--- config.mk ---
export PLATFORM = sky130hd
export DESIGN_NAME = bdrs_div
export DESIGN_NICKNAME = d
export VERILOG_FILES = /design/src/rtl/core/bdrs_pkg.sv /design/src/rtl/core/bdrs_div.sv
export SDC_FILE = /design/constraint.sdc
export NUM_CORES = 1
export LEC_CHECK = 0
export BUFFER_PORTS_ARGS = -buffer_cell sky130_fd_sc_hd__buf_2
export CAP_MARGIN = 20
export CORE_MARGIN = 2
export CORE_UTILIZATION = 34
export DETAILED_ROUTE_END_ITERATION = 7
export GPL_TIMING_DRIVEN = 0
export PLACE_DENSITY = 0.68
export RECOVER_POWER = 100
export SLEW_MARGIN = 15
export SYNTH_ARGS = -nofsm -noshare
export SYNTH_HDL_FRONTEND = slang
export SYNTH_SLANG_ARGS = --single-unit
--- constraint.sdc ---
create_clock -name clock -period 3 [get_ports clock]
set_clock_uncertainty 0.05 [all_clocks]
set_input_delay 0.6 -clock clock [delete_from_list [all_inputs] [get_ports clock]]
set_output_delay 0.6 -clock clock [all_outputs]
set_load 0.01 [all_outputs]
--- src/rtl/core/bdrs_pkg.sv ---
// Shared types and constants for the block-decomposed range-sum core.
// Used by the core, its block divider and its port checker; no dependencies.
package bdrs_pkg;

   localparam int IDX_W   = 10;
   localparam int COUNT_W = 11;
   localparam int DATA_W  = 32;

   localparam int MAX_ELEMENTS_DEF = 1024;
   localparam int BLOCK_LEN_DEF    = 32;

   localparam logic [COUNT_W-1:0] COUNT_RESET = 11'd1024;

   localparam logic MODE_LOAD  = 1'b0;
   localparam logic MODE_QUERY = 1'b1;

   localparam logic STATUS_OK  = 1'b0;
   localparam logic STATUS_BAD = 1'b1;

   typedef struct packed {
      logic                     mode;
      logic [IDX_W-1:0]         index;
      logic signed [DATA_W-1:0] value;
      logic [IDX_W-1:0]         left;
      logic [IDX_W-1:0]         right;
   } req_type;

   typedef struct packed {
      logic signed [DATA_W-1:0] range_sum;
      logic                     status;
   } rsp_type;

endpackage

--- src/rtl/core/bdrs_div.sv ---
// Block divider for the range-sum core: splits an element index into block number and
// offset by reciprocal multiplication, quotient first and remainder in the cycle after.
// Uses bdrs_pkg.
module bdrs_div
   import bdrs_pkg::*;
#(
   parameter int BLOCK_LEN = BLOCK_LEN_DEF,
   localparam int REM_W    = $clog2(BLOCK_LEN + 1)
) (
   input  logic             clock,
   input  logic             reset,
   input  logic             go,
   input  logic [IDX_W-1:0] dividend,
   output logic             done,
   output logic [IDX_W-1:0] quot,
   output logic [REM_W-1:0] rem
);

   localparam int SHIFT  = IDX_W + $clog2(BLOCK_LEN);
   localparam int RECIP  = ((1 << SHIFT) + BLOCK_LEN - 1) / BLOCK_LEN;
   localparam int PROD_W = 2 * IDX_W + 1;

   logic [IDX_W-1:0]  quot_ff, quot_in;
   logic [IDX_W-1:0]  dvd_ff, dvd_in;
   logic [REM_W-1:0]  rem_ff, rem_in;
   logic              stage_ff, stage_in;
   logic              done_ff, done_in;
   logic [PROD_W-1:0] prod;
   logic [IDX_W-1:0]  back;

   always_comb begin
      quot_in  = quot_ff;
      dvd_in   = dvd_ff;
      rem_in   = rem_ff;
      stage_in = 1'b0;
      done_in  = 1'b0;
      prod     = PROD_W'(dividend) * PROD_W'(RECIP);
      back     = quot_ff * IDX_W'(BLOCK_LEN);
      if (go) begin
         // rounded-up reciprocal is exact over the whole index range
         quot_in  = IDX_W'(prod >> SHIFT);
         dvd_in   = dividend;
         stage_in = 1'b1;
      end else if (stage_ff) begin
         rem_in  = REM_W'(dvd_ff - back);
         done_in = 1'b1;
      end
   end

   always_ff @(posedge clock) begin
      if (reset) begin
         stage_ff <= 1'b0;
         done_ff  <= 1'b0;
      end else begin
         stage_ff <= stage_in;
         done_ff  <= done_in;
      end
   end

   always_ff @(posedge clock) begin
      quot_ff <= quot_in;
      dvd_ff  <= dvd_in;
      rem_ff  <= rem_in;
   end

   assign done = done_ff;
   assign quot = quot_ff;
   assign rem  = rem_ff;

endmodule

==> run summary <==
status = finished clean
clock slew at reported path FFs = 0.09 ns
CP peak stage delay = 0.36 ns
top cells by count, synth = edfxtp_1 (15), buf_4 (7), dfxtp_1 (2)
met3 GRT Util = 3.60%
Seq pwr share = 65.5%
main flop type after synthesis = edfxtp_1
Setup CP Type = reg -> out
cell taking the most area after synthesis = edfxtp_1
gp weighted congestion = 0.694
post-CTS setup buffers = 0
Comb pwr share = 7.5%
first-pass GRT wire length = 1060 um
Inserted Clock Buffers = 3
Worst-Margin Slew = 0.626 ns
minimum clock period after layout = 1.53 ns
worst path cell trace = buf_4 > clkbuf_1
Slowest-stage cell, CP = edfxtp_1
Crit. Startpoint = quot[0]
H-tree depth = 1
clk buf depth = 2
HP Start = dvd_ff[4]
flop2flop setup slack = 1.90 ns
antenna viol nets, final = 0
Seq cells post-synth = 17
vias per inst = 3.84
vias in the first global route = 274
WL/cell = 10.0 um
final cell count without fillers = 76
Total GRT Usage = 8.13%
switching share of power = 19.3%
Iteration-0 DRC Markers = 3
Max Cap Viol = 0
top cells by area, synth = edfxtp_1 (78%), buf_4 (9.2%), dfxtp_1 (7.0%), nor3b_2 (2.2%), nor2b_2 (1.5%)
I/O Pins = 30
synthesized area = 574 um2
ANT cells = 0
Post-CTS Resized = 0
PortBufs = 23
Remaining DRCs = 0
first drt pass iteration count = 2
FF-to-FF Start = stage_ff
initial antenna violation count = 0
Post-synth EDFFs = 15
layout filler cell count = 158
synthesized area per cell = 20.5 um2
Critical Path RT = 2.35 ns
Post-synth ARST share = 0%
CORE AREA = 1540 um2
NetSw = 0.0000809 W
DRT Wirelength = 761 um
fin nets = 74
RSZ-0062 raised after global routing = no
total grt overflow = 0
proportion of netlist area held by the largest area contributor = 78.4%
final critical-path share of the clock period = 51.0%
# hold bufs at CTS = 0
Clock power frac = 26.9%
Critical Path Sink Type = primary output
CTS tree = yes
Initial Util = 37.3%
clock sink total = 17
CP Data Arrival Time = 0.88 ns
Fin. Hold Viols = 0
Horiz. Die Dim = 45.1 um
largest net degree at the start of global routing = 14
chip height = 45.1 um
Final WS setup = 1.47 ns
LEAKAGE = 0.298 nW
placed insts = 72
fraction of layout cells with a size suffix above 1 = 38.3%
met2 Track Usage GR = 13.7%
count leader, synth = edfxtp_1
Crit Path Max Fanout = 1
area grow syn2layout = 28.8%
Cell Pwr Density = 567 nW/um2
TNS Setup = 0 ns
busiest grt layer = met2
crit path buf inv count = 2
synth warn = 0
clk root buf = clkbuf_4
Pwr Total = 0.000419 W
Pint = 0.000339 W
worst slack, placed = 1.37 ns
kind of cell adding the most delay to the critical path = flip-flops
final setup vio count = 0
Setup crit start kind = flop
peak supply drop = 254 uV
# rows = 14
Max Slew Vio Count = 0
Cells after Synth = 28
GR met1 Demand/Resource = 7.98%
post-synthesis sequential area ratio = 85.4%
Min-Delay Path Class = reg -> reg
Synth cell types = 7
Worst-Skew Late Latency = 0.27 ns
max_slew headroom = 58.3%
die footprint = 2030 um2
fmax = 654 MHz
Vias = 292
final timing paths:
| check | end | depth (start not counted) |
|---|---|---|
| setup / recovery | quot[0] | 2 |
| hold / removal | rem[4] | 0 |
| setup reg to reg | rem[1] | 1 |
| hold reg to reg | rem[4] | 0 |
cell families (layout without fill, tap and decap cells):
| family | after synthesis | in the layout | share of synthesized area [%] |
|---|---|---|---|
| DFF | 17 | 17 | 85.4 |
| other | 1 | 6 | 0.653 |
| buffers and inverters | 7 | 34 | 9.15 |
| and+or+nand+nor | 3 | 3 | 4.79 |
routing by layer:
| metal | share of wire, % | wire [um] | vias up |
|---|---|---|---|
| met5 | 0 | 0 | - |
| met4 | 0 | 0 | 0 |
| met3 | 10 | 78 | 0 |
| met2 | 51 | 391 | 18 |
| met1 | 38 | 290 | 124 |
| li1 | - | - | 150 |
power groups by stage:
stage	clock network [W]	logic, W	registers, W
global placement	0	0.0000328	0.000280
CTS	0.000119	0.0000335	0.000275
finish	0.000113	0.0000315	0.000275
floorplan	0	0.0000132	0.000283
detailed placement	0	0.0000335	0.000280
global route	0.000132	0.0000343	0.000276
registers in the layout, summed over array words and instances, names as in the netlist:
name	flops
rem	5
quot	5
dvd_ff	5
done	1
stage_ff	1
cells in the final DEF, fill, tap and decap left out:
cell type	count
edfxtp_1	15
clkbuf_1	13
buf_2	11
buf_4	7
conb_1	6
clkbuf_4	3
dfxtp_1	2
nor3b_2	1
nor2b_1	1
nor2b_2	1
metrics by stage:
stage	hold WS, ns	util (%)	area (um2)
floorplan	0.350	-	593
global placement	0.352	47.2	728
detailed placement	0.357	47.2	728
CTS	0.379	48.9	754
global route	0.403	48.0	739
finish	0.378	48.0	739
layout make-up:
type	instances	area (um2)	share of cell area (%)
Clock buffer	4	26.3	3.55
Timing Repair Buffer	23	100	13.5
Sequential cell	17	490	66.3
Buffer	7	52.6	7.11
Multi-Input combinational cell	9	50.0	6.77
Tap cell	16	20.0	2.71
No activity file was read; power rests on OpenSTA's default activity.
